==> src/np_pkg.sv <==
// shared types and constants for the next permutation pipeline
// no dependencies; compiled first
package np_pkg;

    localparam int MAX_ELEMS     = 8;
    localparam int ELEM_BITS     = 8;
    localparam int IDX_BITS      = $clog2(MAX_ELEMS);
    localparam int LEN_BITS      = $clog2(MAX_ELEMS + 1);
    localparam int CFG_LEN_BITS  = 4;
    localparam int SWAP_BITS     = 3;
    localparam int APB_ADDR_BITS = 3;
    localparam int APB_DATA_BITS = 32;
    localparam int REG_IDX_BITS  = APB_ADDR_BITS - 2;

    localparam logic [CFG_LEN_BITS-1:0] SEQ_LEN_RESET = CFG_LEN_BITS'(8);

    typedef enum logic [REG_IDX_BITS-1:0] {
        REG_SEQ_LENGTH = 1'b0
    } reg_idx_t;

    typedef logic [ELEM_BITS-1:0]                 elem_t;
    typedef logic [MAX_ELEMS-1:0][ELEM_BITS-1:0]  elem_vec_t;
    typedef logic [IDX_BITS-1:0]                  idx_t;
    typedef logic [LEN_BITS-1:0]                  len_t;
    typedef logic [CFG_LEN_BITS-1:0]              cfg_len_t;
    typedef logic [SWAP_BITS-1:0]                 swap_cnt_t;

    // after ascent compare: asc[q] set when elems[q] < elems[q+1] inside the sequence
    typedef struct packed {
        elem_vec_t                elems;
        len_t                     len;
        logic [MAX_ELEMS-2:0]     asc;
    } s1_t;

    typedef struct packed {
        elem_vec_t elems;
        len_t      len;
        idx_t      piv;
        elem_t     piv_val;
        logic      found;
    } s2_t;

    typedef struct packed {
        elem_vec_t elems;
        len_t      len;
        idx_t      piv;
        idx_t      succ;
        logic      found;
    } s3_t;

    typedef struct packed {
        elem_vec_t elems;
        swap_cnt_t swap_count;
        logic      no_next;
    } res_t;

endpackage

==> src/np_in_if.sv <==
// input channel: one sequence per request
// depends on np_pkg
interface np_in_if import np_pkg::*; ();
    logic  valid;
    logic  ready;
    elem_t in_elem_0;
    elem_t in_elem_1;
    elem_t in_elem_2;
    elem_t in_elem_3;
    elem_t in_elem_4;
    elem_t in_elem_5;
    elem_t in_elem_6;
    elem_t in_elem_7;

    modport source (
        output valid, in_elem_0, in_elem_1, in_elem_2, in_elem_3,
               in_elem_4, in_elem_5, in_elem_6, in_elem_7,
        input  ready
    );
    modport sink (
        input  valid, in_elem_0, in_elem_1, in_elem_2, in_elem_3,
               in_elem_4, in_elem_5, in_elem_6, in_elem_7,
        output ready
    );
endinterface

==> src/np_out_if.sv <==
// output channel: next permutation, swap count and no-next flag
// depends on np_pkg
interface np_out_if import np_pkg::*; ();
    logic      valid;
    logic      ready;
    elem_t     out_elem_0;
    elem_t     out_elem_1;
    elem_t     out_elem_2;
    elem_t     out_elem_3;
    elem_t     out_elem_4;
    elem_t     out_elem_5;
    elem_t     out_elem_6;
    elem_t     out_elem_7;
    swap_cnt_t swap_count;
    logic      no_next;

    modport source (
        output valid, out_elem_0, out_elem_1, out_elem_2, out_elem_3,
               out_elem_4, out_elem_5, out_elem_6, out_elem_7,
               swap_count, no_next,
        input  ready
    );
    modport sink (
        input  valid, out_elem_0, out_elem_1, out_elem_2, out_elem_3,
               out_elem_4, out_elem_5, out_elem_6, out_elem_7,
               swap_count, no_next,
        output ready
    );
endinterface

==> src/np_ascent.sv <==
// stage 1: length saturation and neighbor compares for the ascent search
// depends on np_pkg
module np_ascent import np_pkg::*; (
    input  logic      clk,
    input  logic      rst_n,
    input  logic      up_valid,
    input  elem_vec_t up_elems,
    input  cfg_len_t  seq_length,
    output logic      up_ready,
    output logic      dn_valid,
    output s1_t       dn_data,
    input  logic      dn_ready
);

    logic valid_reg;
    s1_t  data_reg;
    s1_t  data_next;
    len_t len;

    always_comb
    begin
        if (int'(seq_length) > MAX_ELEMS)
        begin
            len = LEN_BITS'(MAX_ELEMS);
        end
        else
        begin
            len = LEN_BITS'(seq_length);
        end
        data_next.elems = up_elems;
        data_next.len   = len;
        for (int q = 0; q < MAX_ELEMS - 1; q++)
        begin
            // bound checked first: both neighbors inside the sequence
            data_next.asc[q] = (LEN_BITS'(q + 1) < len) && (up_elems[q] < up_elems[q + 1]);
        end
    end

    assign up_ready = !valid_reg || dn_ready;

    always_ff @(posedge clk or negedge rst_n)
    begin
        if (!rst_n)
        begin
            valid_reg <= 1'b0;
        end
        else if (up_ready)
        begin
            valid_reg <= up_valid;
        end
    end

    always_ff @(posedge clk)
    begin
        if (up_ready && up_valid)
        begin
            data_reg <= data_next;
        end
    end

    assign dn_valid = valid_reg;
    assign dn_data  = data_reg;

endmodule

==> src/np_pivot.sv <==
// stage 2: rightmost ascent gives the pivot index and value
// depends on np_pkg
module np_pivot import np_pkg::*; (
    input  logic clk,
    input  logic rst_n,
    input  logic up_valid,
    input  s1_t  up_data,
    output logic up_ready,
    output logic dn_valid,
    output s2_t  dn_data,
    input  logic dn_ready
);

    logic valid_reg;
    s2_t  data_reg;
    s2_t  data_next;
    idx_t piv;

    always_comb
    begin
        piv = '0;
        for (int q = 0; q < MAX_ELEMS - 1; q++)
        begin
            if (up_data.asc[q])
            begin
                piv = IDX_BITS'(q);
            end
        end
        data_next.elems   = up_data.elems;
        data_next.len     = up_data.len;
        data_next.piv     = piv;
        data_next.piv_val = up_data.elems[piv];
        data_next.found   = |up_data.asc;
    end

    assign up_ready = !valid_reg || dn_ready;

    always_ff @(posedge clk or negedge rst_n)
    begin
        if (!rst_n)
        begin
            valid_reg <= 1'b0;
        end
        else if (up_ready)
        begin
            valid_reg <= up_valid;
        end
    end

    always_ff @(posedge clk)
    begin
        if (up_ready && up_valid)
        begin
            data_reg <= data_next;
        end
    end

    assign dn_valid = valid_reg;
    assign dn_data  = data_reg;

endmodule

==> src/np_succ.sv <==
// stage 3: rightmost element above the pivot value, the swap partner
// depends on np_pkg
module np_succ import np_pkg::*; (
    input  logic clk,
    input  logic rst_n,
    input  logic up_valid,
    input  s2_t  up_data,
    output logic up_ready,
    output logic dn_valid,
    output s3_t  dn_data,
    input  logic dn_ready
);

    logic valid_reg;
    s3_t  data_reg;
    s3_t  data_next;
    idx_t succ;

    always_comb
    begin
        succ = up_data.piv;
        for (int k = 0; k < MAX_ELEMS; k++)
        begin
            if ((IDX_BITS'(k) > up_data.piv) && (LEN_BITS'(k) < up_data.len)
                && (up_data.piv_val < up_data.elems[k]))
            begin
                succ = IDX_BITS'(k);
            end
        end
        data_next.elems = up_data.elems;
        data_next.len   = up_data.len;
        data_next.piv   = up_data.piv;
        data_next.succ  = succ;
        data_next.found = up_data.found;
    end

    assign up_ready = !valid_reg || dn_ready;

    always_ff @(posedge clk or negedge rst_n)
    begin
        if (!rst_n)
        begin
            valid_reg <= 1'b0;
        end
        else if (up_ready)
        begin
            valid_reg <= up_valid;
        end
    end

    always_ff @(posedge clk)
    begin
        if (up_ready && up_valid)
        begin
            data_reg <= data_next;
        end
    end

    assign dn_valid = valid_reg;
    assign dn_data  = data_reg;

endmodule

==> src/np_reorder.sv <==
// stage 4: pivot swap and suffix reversal into the output register
// depends on np_pkg
module np_reorder import np_pkg::*; (
    input  logic clk,
    input  logic rst_n,
    input  logic up_valid,
    input  s3_t  up_data,
    output logic up_ready,
    output logic dn_valid,
    output res_t dn_data,
    input  logic dn_ready
);

    logic      valid_reg;
    res_t      data_reg;
    res_t      data_next;
    elem_vec_t swapped;
    len_t      span;
    int        src;

    always_comb
    begin
        swapped = up_data.elems;
        swapped[up_data.piv]  = up_data.elems[up_data.succ];
        swapped[up_data.succ] = up_data.elems[up_data.piv];
        span = up_data.len - LEN_BITS'(up_data.piv) - LEN_BITS'(1);
        src  = 0;

        data_next.elems = up_data.elems;
        if (up_data.found)
        begin
            for (int j = 0; j < MAX_ELEMS; j++)
            begin
                // suffix after the pivot is mirrored inside the sequence
                src = int'(up_data.piv) + int'(up_data.len) - j;
                if ((IDX_BITS'(j) > up_data.piv) && (LEN_BITS'(j) < up_data.len))
                begin
                    data_next.elems[j] = swapped[IDX_BITS'(src)];
                end
                else
                begin
                    data_next.elems[j] = swapped[j];
                end
            end
            data_next.swap_count = SWAP_BITS'(1 + (int'(span) >> 1));
            data_next.no_next    = 1'b0;
        end
        else
        begin
            data_next.swap_count = '0;
            data_next.no_next    = 1'b1;
        end
    end

    assign up_ready = !valid_reg || dn_ready;

    always_ff @(posedge clk or negedge rst_n)
    begin
        if (!rst_n)
        begin
            valid_reg <= 1'b0;
        end
        else if (up_ready)
        begin
            valid_reg <= up_valid;
        end
    end

    always_ff @(posedge clk)
    begin
        if (up_ready && up_valid)
        begin
            data_reg <= data_next;
        end
    end

    assign dn_valid = valid_reg;
    assign dn_data  = data_reg;

endmodule

==> src/next_permutation_step_top.sv <==
// top level: apb register, four-stage next permutation pipeline
// depends on np_pkg, np_in_if, np_out_if and the four stage modules
//
//  channel  | kind            | carries
//  ---------+-----------------+---------------------------------------------
//  in_ch    | valid/ready     | in_elem_0..7, one sequence per request
//  out_ch   | valid/ready     | out_elem_0..7, swap_count, no_next
//  apb      | psel/penable    | seq_length at byte address 0
//
// four register stages: compare, pivot, partner, swap/reverse
// one request accepted every cycle while the first stage is not stalled
// each stage holds while the one after it is full and stalled, so a stall
// backs up stage by stage and nothing is dropped or repeated
// reset clears the valid bits and sets seq_length to 8
module next_permutation_step_top import np_pkg::*; (
    input  logic                     clk,
    input  logic                     rst_n,
    input  logic                     psel,
    input  logic                     penable,
    input  logic                     pwrite,
    input  logic [APB_ADDR_BITS-1:0] paddr,
    input  logic [APB_DATA_BITS-1:0] pwdata,
    output logic [APB_DATA_BITS-1:0] prdata,
    output logic                     pready,
    np_in_if.sink                    in_ch,
    np_out_if.source                 out_ch
);

    cfg_len_t  seq_len_reg;
    cfg_len_t  seq_len_next;
    reg_idx_t  reg_idx;
    elem_vec_t in_elems;

    logic s1_valid, s1_ready;
    logic s2_valid, s2_ready;
    logic s3_valid, s3_ready;
    logic s4_ready;
    s1_t  s1_data;
    s2_t  s2_data;
    s3_t  s3_data;
    res_t res;

    assign pready  = 1'b1;
    assign reg_idx = reg_idx_t'(paddr[APB_ADDR_BITS-1:2]);

    always_comb
    begin
        seq_len_next = seq_len_reg;
        prdata       = '0;
        unique case (reg_idx)
            REG_SEQ_LENGTH:
            begin
                prdata = APB_DATA_BITS'(seq_len_reg);
                if (psel && penable && pwrite)
                begin
                    seq_len_next = pwdata[CFG_LEN_BITS-1:0];
                end
            end
            default:
            begin
                prdata = '0;
            end
        endcase
    end

    always_ff @(posedge clk or negedge rst_n)
    begin
        if (!rst_n)
        begin
            seq_len_reg <= SEQ_LEN_RESET;
        end
        else
        begin
            seq_len_reg <= seq_len_next;
        end
    end

    assign in_elems[0] = in_ch.in_elem_0;
    assign in_elems[1] = in_ch.in_elem_1;
    assign in_elems[2] = in_ch.in_elem_2;
    assign in_elems[3] = in_ch.in_elem_3;
    assign in_elems[4] = in_ch.in_elem_4;
    assign in_elems[5] = in_ch.in_elem_5;
    assign in_elems[6] = in_ch.in_elem_6;
    assign in_elems[7] = in_ch.in_elem_7;

    np_ascent u_ascent (
        .clk        (clk),
        .rst_n      (rst_n),
        .up_valid   (in_ch.valid),
        .up_elems   (in_elems),
        .seq_length (seq_len_reg),
        .up_ready   (in_ch.ready),
        .dn_valid   (s1_valid),
        .dn_data    (s1_data),
        .dn_ready   (s1_ready)
    );

    np_pivot u_pivot (
        .clk      (clk),
        .rst_n    (rst_n),
        .up_valid (s1_valid),
        .up_data  (s1_data),
        .up_ready (s1_ready),
        .dn_valid (s2_valid),
        .dn_data  (s2_data),
        .dn_ready (s2_ready)
    );

    np_succ u_succ (
        .clk      (clk),
        .rst_n    (rst_n),
        .up_valid (s2_valid),
        .up_data  (s2_data),
        .up_ready (s2_ready),
        .dn_valid (s3_valid),
        .dn_data  (s3_data),
        .dn_ready (s3_ready)
    );

    np_reorder u_reorder (
        .clk      (clk),
        .rst_n    (rst_n),
        .up_valid (s3_valid),
        .up_data  (s3_data),
        .up_ready (s3_ready),
        .dn_valid (out_ch.valid),
        .dn_data  (res),
        .dn_ready (s4_ready)
    );

    assign s4_ready          = out_ch.ready;
    assign out_ch.out_elem_0 = res.elems[0];
    assign out_ch.out_elem_1 = res.elems[1];
    assign out_ch.out_elem_2 = res.elems[2];
    assign out_ch.out_elem_3 = res.elems[3];
    assign out_ch.out_elem_4 = res.elems[4];
    assign out_ch.out_elem_5 = res.elems[5];
    assign out_ch.out_elem_6 = res.elems[6];
    assign out_ch.out_elem_7 = res.elems[7];
    assign out_ch.swap_count = res.swap_count;
    assign out_ch.no_next    = res.no_next;

`ifndef SYNTH
    // no-next results carry no swaps, real permutations at least one
    a_count_flag: assert property (@(posedge clk) disable iff (!rst_n)
        out_ch.valid |-> (out_ch.no_next == (out_ch.swap_count == '0)))
        else $error("swap count and no-next flag disagree");

    // stage one keeps its request while stage two is blocked
    a_s1_hold: assert property (@(posedge clk) disable iff (!rst_n)
        (s1_valid && !s1_ready) |=> (s1_valid && $stable(s1_data)))
        else $error("stage one request lost under stall");

    // the partner lies past the pivot inside the sequence
    a_succ_range: assert property (@(posedge clk) disable iff (!rst_n)
        (s3_valid && s3_data.found) |->
            ((s3_data.succ > s3_data.piv) && (LEN_BITS'(s3_data.succ) < s3_data.len)))
        else $error("swap partner out of range");
`endif

endmodule
==> src/flat_wrapper.sv <==
// flat-port wrapper written by rule: the top's interface ports become plain ports
module next_permutation_step_top_flat import np_pkg::*;
  (clk, rst_n, psel, penable, pwrite, paddr, pwdata, prdata, pready, in_ch_valid, in_ch_in_elem_0, in_ch_in_elem_1, in_ch_in_elem_2, in_ch_in_elem_3, in_ch_in_elem_4, in_ch_in_elem_5, in_ch_in_elem_6, in_ch_in_elem_7, in_ch_ready, out_ch_valid, out_ch_out_elem_0, out_ch_out_elem_1, out_ch_out_elem_2, out_ch_out_elem_3, out_ch_out_elem_4, out_ch_out_elem_5, out_ch_out_elem_6, out_ch_out_elem_7, out_ch_swap_count, out_ch_no_next, out_ch_ready);
  np_in_if in_ch_i ();
  np_out_if out_ch_i ();
  input  logic clk;
  input  logic rst_n;
  input  logic psel;
  input  logic penable;
  input  logic pwrite;
  input  logic [APB_ADDR_BITS-1:0] paddr;
  input  logic [APB_DATA_BITS-1:0] pwdata;
  output logic [APB_DATA_BITS-1:0] prdata;
  output logic pready;
  input wire logic [$bits(in_ch_i.valid)-1:0] in_ch_valid;
  input wire logic [$bits(in_ch_i.in_elem_0)-1:0] in_ch_in_elem_0;
  input wire logic [$bits(in_ch_i.in_elem_1)-1:0] in_ch_in_elem_1;
  input wire logic [$bits(in_ch_i.in_elem_2)-1:0] in_ch_in_elem_2;
  input wire logic [$bits(in_ch_i.in_elem_3)-1:0] in_ch_in_elem_3;
  input wire logic [$bits(in_ch_i.in_elem_4)-1:0] in_ch_in_elem_4;
  input wire logic [$bits(in_ch_i.in_elem_5)-1:0] in_ch_in_elem_5;
  input wire logic [$bits(in_ch_i.in_elem_6)-1:0] in_ch_in_elem_6;
  input wire logic [$bits(in_ch_i.in_elem_7)-1:0] in_ch_in_elem_7;
  output wire logic [$bits(in_ch_i.ready)-1:0] in_ch_ready;
  output wire logic [$bits(out_ch_i.valid)-1:0] out_ch_valid;
  output wire logic [$bits(out_ch_i.out_elem_0)-1:0] out_ch_out_elem_0;
  output wire logic [$bits(out_ch_i.out_elem_1)-1:0] out_ch_out_elem_1;
  output wire logic [$bits(out_ch_i.out_elem_2)-1:0] out_ch_out_elem_2;
  output wire logic [$bits(out_ch_i.out_elem_3)-1:0] out_ch_out_elem_3;
  output wire logic [$bits(out_ch_i.out_elem_4)-1:0] out_ch_out_elem_4;
  output wire logic [$bits(out_ch_i.out_elem_5)-1:0] out_ch_out_elem_5;
  output wire logic [$bits(out_ch_i.out_elem_6)-1:0] out_ch_out_elem_6;
  output wire logic [$bits(out_ch_i.out_elem_7)-1:0] out_ch_out_elem_7;
  output wire logic [$bits(out_ch_i.swap_count)-1:0] out_ch_swap_count;
  output wire logic [$bits(out_ch_i.no_next)-1:0] out_ch_no_next;
  input wire logic [$bits(out_ch_i.ready)-1:0] out_ch_ready;
  assign in_ch_i.valid = in_ch_valid;
  assign in_ch_i.in_elem_0 = in_ch_in_elem_0;
  assign in_ch_i.in_elem_1 = in_ch_in_elem_1;
  assign in_ch_i.in_elem_2 = in_ch_in_elem_2;
  assign in_ch_i.in_elem_3 = in_ch_in_elem_3;
  assign in_ch_i.in_elem_4 = in_ch_in_elem_4;
  assign in_ch_i.in_elem_5 = in_ch_in_elem_5;
  assign in_ch_i.in_elem_6 = in_ch_in_elem_6;
  assign in_ch_i.in_elem_7 = in_ch_in_elem_7;
  assign in_ch_ready = in_ch_i.ready;
  assign out_ch_valid = out_ch_i.valid;
  assign out_ch_out_elem_0 = out_ch_i.out_elem_0;
  assign out_ch_out_elem_1 = out_ch_i.out_elem_1;
  assign out_ch_out_elem_2 = out_ch_i.out_elem_2;
  assign out_ch_out_elem_3 = out_ch_i.out_elem_3;
  assign out_ch_out_elem_4 = out_ch_i.out_elem_4;
  assign out_ch_out_elem_5 = out_ch_i.out_elem_5;
  assign out_ch_out_elem_6 = out_ch_i.out_elem_6;
  assign out_ch_out_elem_7 = out_ch_i.out_elem_7;
  assign out_ch_swap_count = out_ch_i.swap_count;
  assign out_ch_no_next = out_ch_i.no_next;
  assign out_ch_i.ready = out_ch_ready;
  next_permutation_step_top u_core (.clk(clk), .rst_n(rst_n), .psel(psel), .penable(penable), .pwrite(pwrite), .paddr(paddr), .pwdata(pwdata), .prdata(prdata), .pready(pready), .in_ch(in_ch_i), .out_ch(out_ch_i));
endmodule
==> config.mk <==
export PLATFORM = sky130hd
export DESIGN_NAME = next_permutation_step_top_flat
export DESIGN_NICKNAME = d
export VERILOG_FILES = /design/src/np_pkg.sv /design/src/np_in_if.sv /design/src/np_out_if.sv /design/src/np_ascent.sv /design/src/np_pivot.sv /design/src/np_succ.sv /design/src/np_reorder.sv /design/src/next_permutation_step_top.sv /design/src/flat_wrapper.sv
export SDC_FILE = /design/constraint.sdc
export NUM_CORES = 1
export LEC_CHECK = 0
export BUFFER_PORTS_ARGS = -buffer_cell sky130_fd_sc_hd__buf_2
export CAP_MARGIN = 20
export CORE_UTILIZATION = 40
export DETAILED_ROUTE_END_ITERATION = 16
export SYNTH_ARGS = -nofsm -noshare
export SYNTH_HDL_FRONTEND = slang
export SYNTH_SLANG_ARGS = --single-unit
==> constraint.sdc <==
create_clock -name clk -period 5.85 [get_ports clk]
set_input_delay 0.2925 -clock clk [delete_from_list [all_inputs] [get_ports clk]]
set_output_delay 0.2925 -clock clk [all_outputs]
set_load 0.01 [all_outputs]
=== After elaboration in Yosys (flattened, before gate mapping) ===
Cells that the tools add are included.

* Register bits after elaboration: 306
* Input port bits: 106
* Output and inout port bits: 103
* Logic and storage cells: 243

* $add $sub $neg: 11
* Order comparisons: 68
* Muxes and demuxes: 61
* Bitwise operators: 1
* Reduce and logical (&&, ||, !) cells: 51

{| class="wikitable"
|+ Operators by type and width
! kind !! number
|-
| $bmux 8 s3 || 11
|-
| $mux 8 || 29
|-
| $bwmux 64 || 2
|-
| $lt 8x8->1 || 15
|-
| $mux 64 || 1
|-
| $demux 8 s3 || 2
|-
| $lt 3x4->1 const A || 12
|-
| $lt 3x5->1 const B || 8
|-
| $logic_and 1x1->1 || 39
|-
| $gt 3x3->1 const A || 8
|-
| $lt 2x4->1 const A || 6
|-
| $mux 3 || 8
|-
| $lt 1x4->1 const A || 5
|-
| $sub 3x3->3 const B || 5
|-
| $gt 1x3->1 const A || 4
|-
| $gt 2x3->1 const A || 4
|-
| $lt 3x4->1 const B || 3
|-
| $mux 4 || 2
|-
| $reduce_or 7->1 || 1
|-
| $ge 3x1->1 const B || 2
|-
| $mux 2 || 3
|-
| $sub 3x2->3 const B || 2
|-
| $gt 4x4->1 const B || 1
|-
| $logic_not 1->1 || 4
|-
| other kinds (10) || 15
|}

=== Logic depth before layout (Yosys ltp) ===
* Word-level depth: 11
* Gate-level depth with buffers: 16
* Gate-level depth less buffers: 11

=== Modules after synthesis ===
A second synthesis with hierarchy kept.

* Cell total of the unflattened synthesis: 1,974
* Area, all modules: 20,364.5 µm²

{| class="wikitable"
|+ Modules (own cells, without submodules)
! module !! times used !! cells an instance !! area an instance (µm²) !! sequential area each (µm²)
|-
| np_reorder || 1 || 1,238 || 9,673.0 || 2,067.0
|-
| np_succ || 1 || 272 || 3,684.8 || 2,277.2
|-
| np_ascent || 1 || 257 || 3,572.2 || 2,277.2
|-
| np_pivot || 1 || 163 || 3,004.1 || 2,427.3
|-
| next_permutation_step_top || 1 || 44 || 430.4 || 101.3
|}

=== Worst setup path before layout ===
Ideal clock, no wire load.

* Kind: reg-to-reg
* Start: reg u_core.u_succ.data_reg (netlist bit u_core.u_succ.dn_data[7])
* End: reg u_core.u_reorder.data_reg (netlist bit u_core.u_reorder.dn_data[19]), data pin
* Library setup time: 0.261 ns
* Arrival time: 3.944 ns
* Required time: 5.589 ns
* Setup slack: 1.645 ns
* Cell stages (with the launch flop): 14
* Path buffers: 4
* Period minus slack after synthesis: 4.205 ns
* Path through: edfxtp_1 -> ha_1 -> fa_1 -> clkbuf_1 -> inv_1 -> clkbuf_1 -> buf_1 -> ha_1 -> xnor2_1 -> clkbuf_1 -> nand2_1 -> o32ai_1 -> nor3_1 -> a221o_1

{| class="wikitable"
|+ RTL lines
! element !! line !! source
|-
| start, declared || np_succ.sv:15 || <nowiki>s3_t data_reg;</nowiki>
|-
| start signal, assigned || np_succ.sv:55 || <nowiki>data_reg <= data_next;</nowiki>
|-
| end signal, assigned || np_reorder.sv:73 || <nowiki>data_reg <= data_next;</nowiki>
|-
| end, declared || np_reorder.sv:15 || <nowiki>res_t data_reg;</nowiki>
|}

==> qor.csv <==
metric,value,unit
htree_levels,2,
r2r_slack,1.28,ns
r2r_start,u_core.u_succ.dn_data[7]$_DFFE_PP_,
peakVddDrop,0.210,mV
rsz0062_at_grt,no,
tns,0,ns
maxCapViolations,0,
async_flop_share,2.61,%
combinationalPowerShare,48.5,%
drc_errors,0,
grt_overflow,0,
endpoint_kind,flip-flop,
clock_latency,0.57,ns
place_area,21600,µm²
worst_pin_slew,1.21,ns
antenna_found_initial,2,
synth_cell_types,91,
io_buffers,149,
cp.required,6.12,ns
critical_path_class,flip-flop to flip-flop,
clk_path_buf_depth,3,
drive_gt1_share,16.8,%
grt_first_pass_wirelength,114000,µm
drt-total-wl,79500,µm
critPathMaxFanout,18,
cp-startpoint,u_core.u_succ.dn_data[7]$_DFFE_PP_,
cts_tree,done,
setup_violations,0,
wl_per_cell,27.7,µm
hold_buffers,70,
yosysSeqAreaShare,45.4,%
ys_warn_count,0,
n_fill_cell,4516,
largest_reg_flops,80,
place_congestion,1.04,
postCtsSetupBuffers,0,
place.detailed.hpwl,60400,µm
cellPowerDensity,442,nW/µm²
ant_nets,0,
start_util,40.8,%
slew_headroom,19.6,%
cp_data_arrival_time,4.84,ns
die_w,226,µm
finClkSkew,0.0341,ns
numClockSinks,306,
p_switching,4.54,mW
dr.pass1.iters,6,
path_clk_slew,0.06,ns
viasPerCell,6.15,
hold_path_class,primary input to flip-flop,
max_freq,219,MHz
ys.flop_type,edfxtp_1,
swShare,43.8,%
ys_ff_latch,306,
power.clock.fraction,20.8,%
p_int,5.82,mW
leakage,9.38,nW
core,49400,µm²
status,"complete, no violations",
rows,81,
ctsRootBufferMaster,clkbuf_16,
fin_area,23500,µm²
synth_edf_count,298,
avgSynthCellArea,10.2,µm²
cp-start-kind,flip-flop,
seqPwrFrac,30.7,%
drt-initial-drc-count,1999,
grt_max_degree,84,
area_delta_synth_final,16.4,%
syn-instance-count,1981,
numCtsBuffers,34,
hold_viol,0,
netlist_area,20100,µm²
period_share,78.1,%
grtUsageTotal,31.0,%
io-pin-count,209,
die_area,51300,µm²
hold_start,out_ch_ready,
fp.dieH,226,µm
cts-resized-gates,0,
final.min_clock_period,4.57,ns
grt_pass1_vias,16900,
final_nets,2391,
vias,17600,
drv_slew,0,
-- layout make-up --
cell class                 count  area, µm²  share of cell area (%)
multi-input combinational   1438      10000                    42.7
sequential                   306       9150                    39.0
timing repair buffer         275       1860                    7.95
clock buffer                  40        893                    3.81
tap                          664        831                    3.54
inverter                     122        458                    1.95
clock inverter                22        234                   0.998
antenna                        1       2.50                  0.0107
-- per-stage QoR --
step	total power [mW]	utilization [%]	instances	hold WS [ns]	setup slack (ns)
2_1_floorplan	6.18	-	2008	-0.00309	1.64
3_3_place_gp	8.01	43.8	2732	0.142	1.46
3_5_place_dp	8.03	43.8	2732	0.153	1.41
4_1_cts	10.2	47.5	2864	0.0756	1.38
5_1_grt	10.8	47.5	2867	0.131	1.26
6_report	10.4	47.5	2868	0.0983	1.28
-- power groups by stage --
stage	Clock (mW)	Sequential, mW	Combinational (mW)
floorplan	0	3.13	3.05
detailed placement	0	3.22	4.81
global placement	0	3.21	4.80
CTS	2.20	3.17	4.86
global route	2.27	3.21	5.28
finish	2.16	3.18	5.02
-- worst max-delay path: stages (launching register included) --
cell and delay, ns:
edfxtp_1 0.47, ha_1 0.24, fa_1 1.04, inv_1 0.14
ha_1 0.29, xnor2_2 0.79, buf_4 0.35, mux4_2 0.51
and2_1 0.17, a31oi_1 0.14, o21ai_1 0.11
-- cell families (layout without fill, tap and decap cells) --
kind of cell	after synthesis	in the layout	share of synthesized area, %
buf+inv	264	459	5.74
fa+ha+maj	108	108	6.78
xor+xnor	9	9	0.391
mux	98	98	7.68
compound gates	602	602	20.5
flops	306	306	45.4
simple gates	592	592	13.5
other cells	2	30	0.0373
-- cells in the final DEF (no fill, tap or decap), types with 34 or more instances in the layout --
cell / netlist / routed
mux2i_1: 37 / 37
inv_1: 113 / 112
nor3_1: 46 / 45
edfxtp_1: 298 / 298
ha_1: 106 / 105
clkbuf_16: 0 / 34
dlygate4sd3_1: 0 / 70
o22ai_1: 46 / 46
o21ai_1: 35 / 35
nand3_1: 72 / 72
buf_2: 15 / 150
nand2_1: 160 / 160
o21ai_0: 92 / 92
a21o_1: 48 / 48
o221ai_1: 37 / 37
mux4_2: 43 / 43
a21oi_1: 112 / 112
buf_4: 35 / 55
nor2_1: 195 / 195
-- path summary, 6_finish.rpt --
path	end	depth (start not counted)
max reg2reg	u_core.u_reorder.dn_data[15]$_DFFE_PP_	10
min	u_core.u_succ.dn_valid$_DFFE_PN0P_	4
min in group asynchronous	u_core.u_reorder.dn_valid$_DFFE_PN0P_	2
max in group asynchronous	u_core.seq_len_reg[3]$_DFFE_PN1P_	2
max	u_core.u_reorder.dn_data[15]$_DFFE_PP_	10
min reg2reg	u_core.u_succ.dn_data[18]$_DFFE_PP_	0
-- layer usage --
metal / vias up / wire (µm) / track usage, % / share of wire [%]
met4: 2 / 5590 / 19.2 / 7.0
li1: 7920 / - / - / -
met2: 952 / 36900 / 50.2 / 46
met1: 8548 / 30700 / 38.6 / 39
met3: 224 / 6250 / 4.91 / 7.9
met5: - / 11 / 0 / 0.014
-- Yosys cell counts (12+ instances only) --
cell type	number	share of area [%]
mux4_2	43	4.8
o21ai_1	35	0.87
nor3_1	46	1.1
a221oi_1	14	0.61
a22oi_1	31	1.2
nand2b_1	31	0.96
nor2_1	195	3.6
and3_1	12	0.37
nand2_1	160	3.0
inv_1	113	2.1
o211ai_1	18	0.67
a21o_1	48	1.8
a31oi_1	27	0.84
ha_1	106	6.6
buf_4	35	1.3
nand3_1	72	1.8
o221ai_1	37	1.6
buf_2	15	0.37
clkbuf_1	84	1.6
a21oi_1	112	2.8
nor2b_1	16	0.50
and2_1	14	0.43
o21ai_0	92	2.3
mux2_2	13	0.73
edfxtp_1	298	44
mux2i_1	37	1.8
o22ai_1	46	1.4
a211oi_1	19	0.71
No activity file was read; power rests on OpenSTA's default activity.
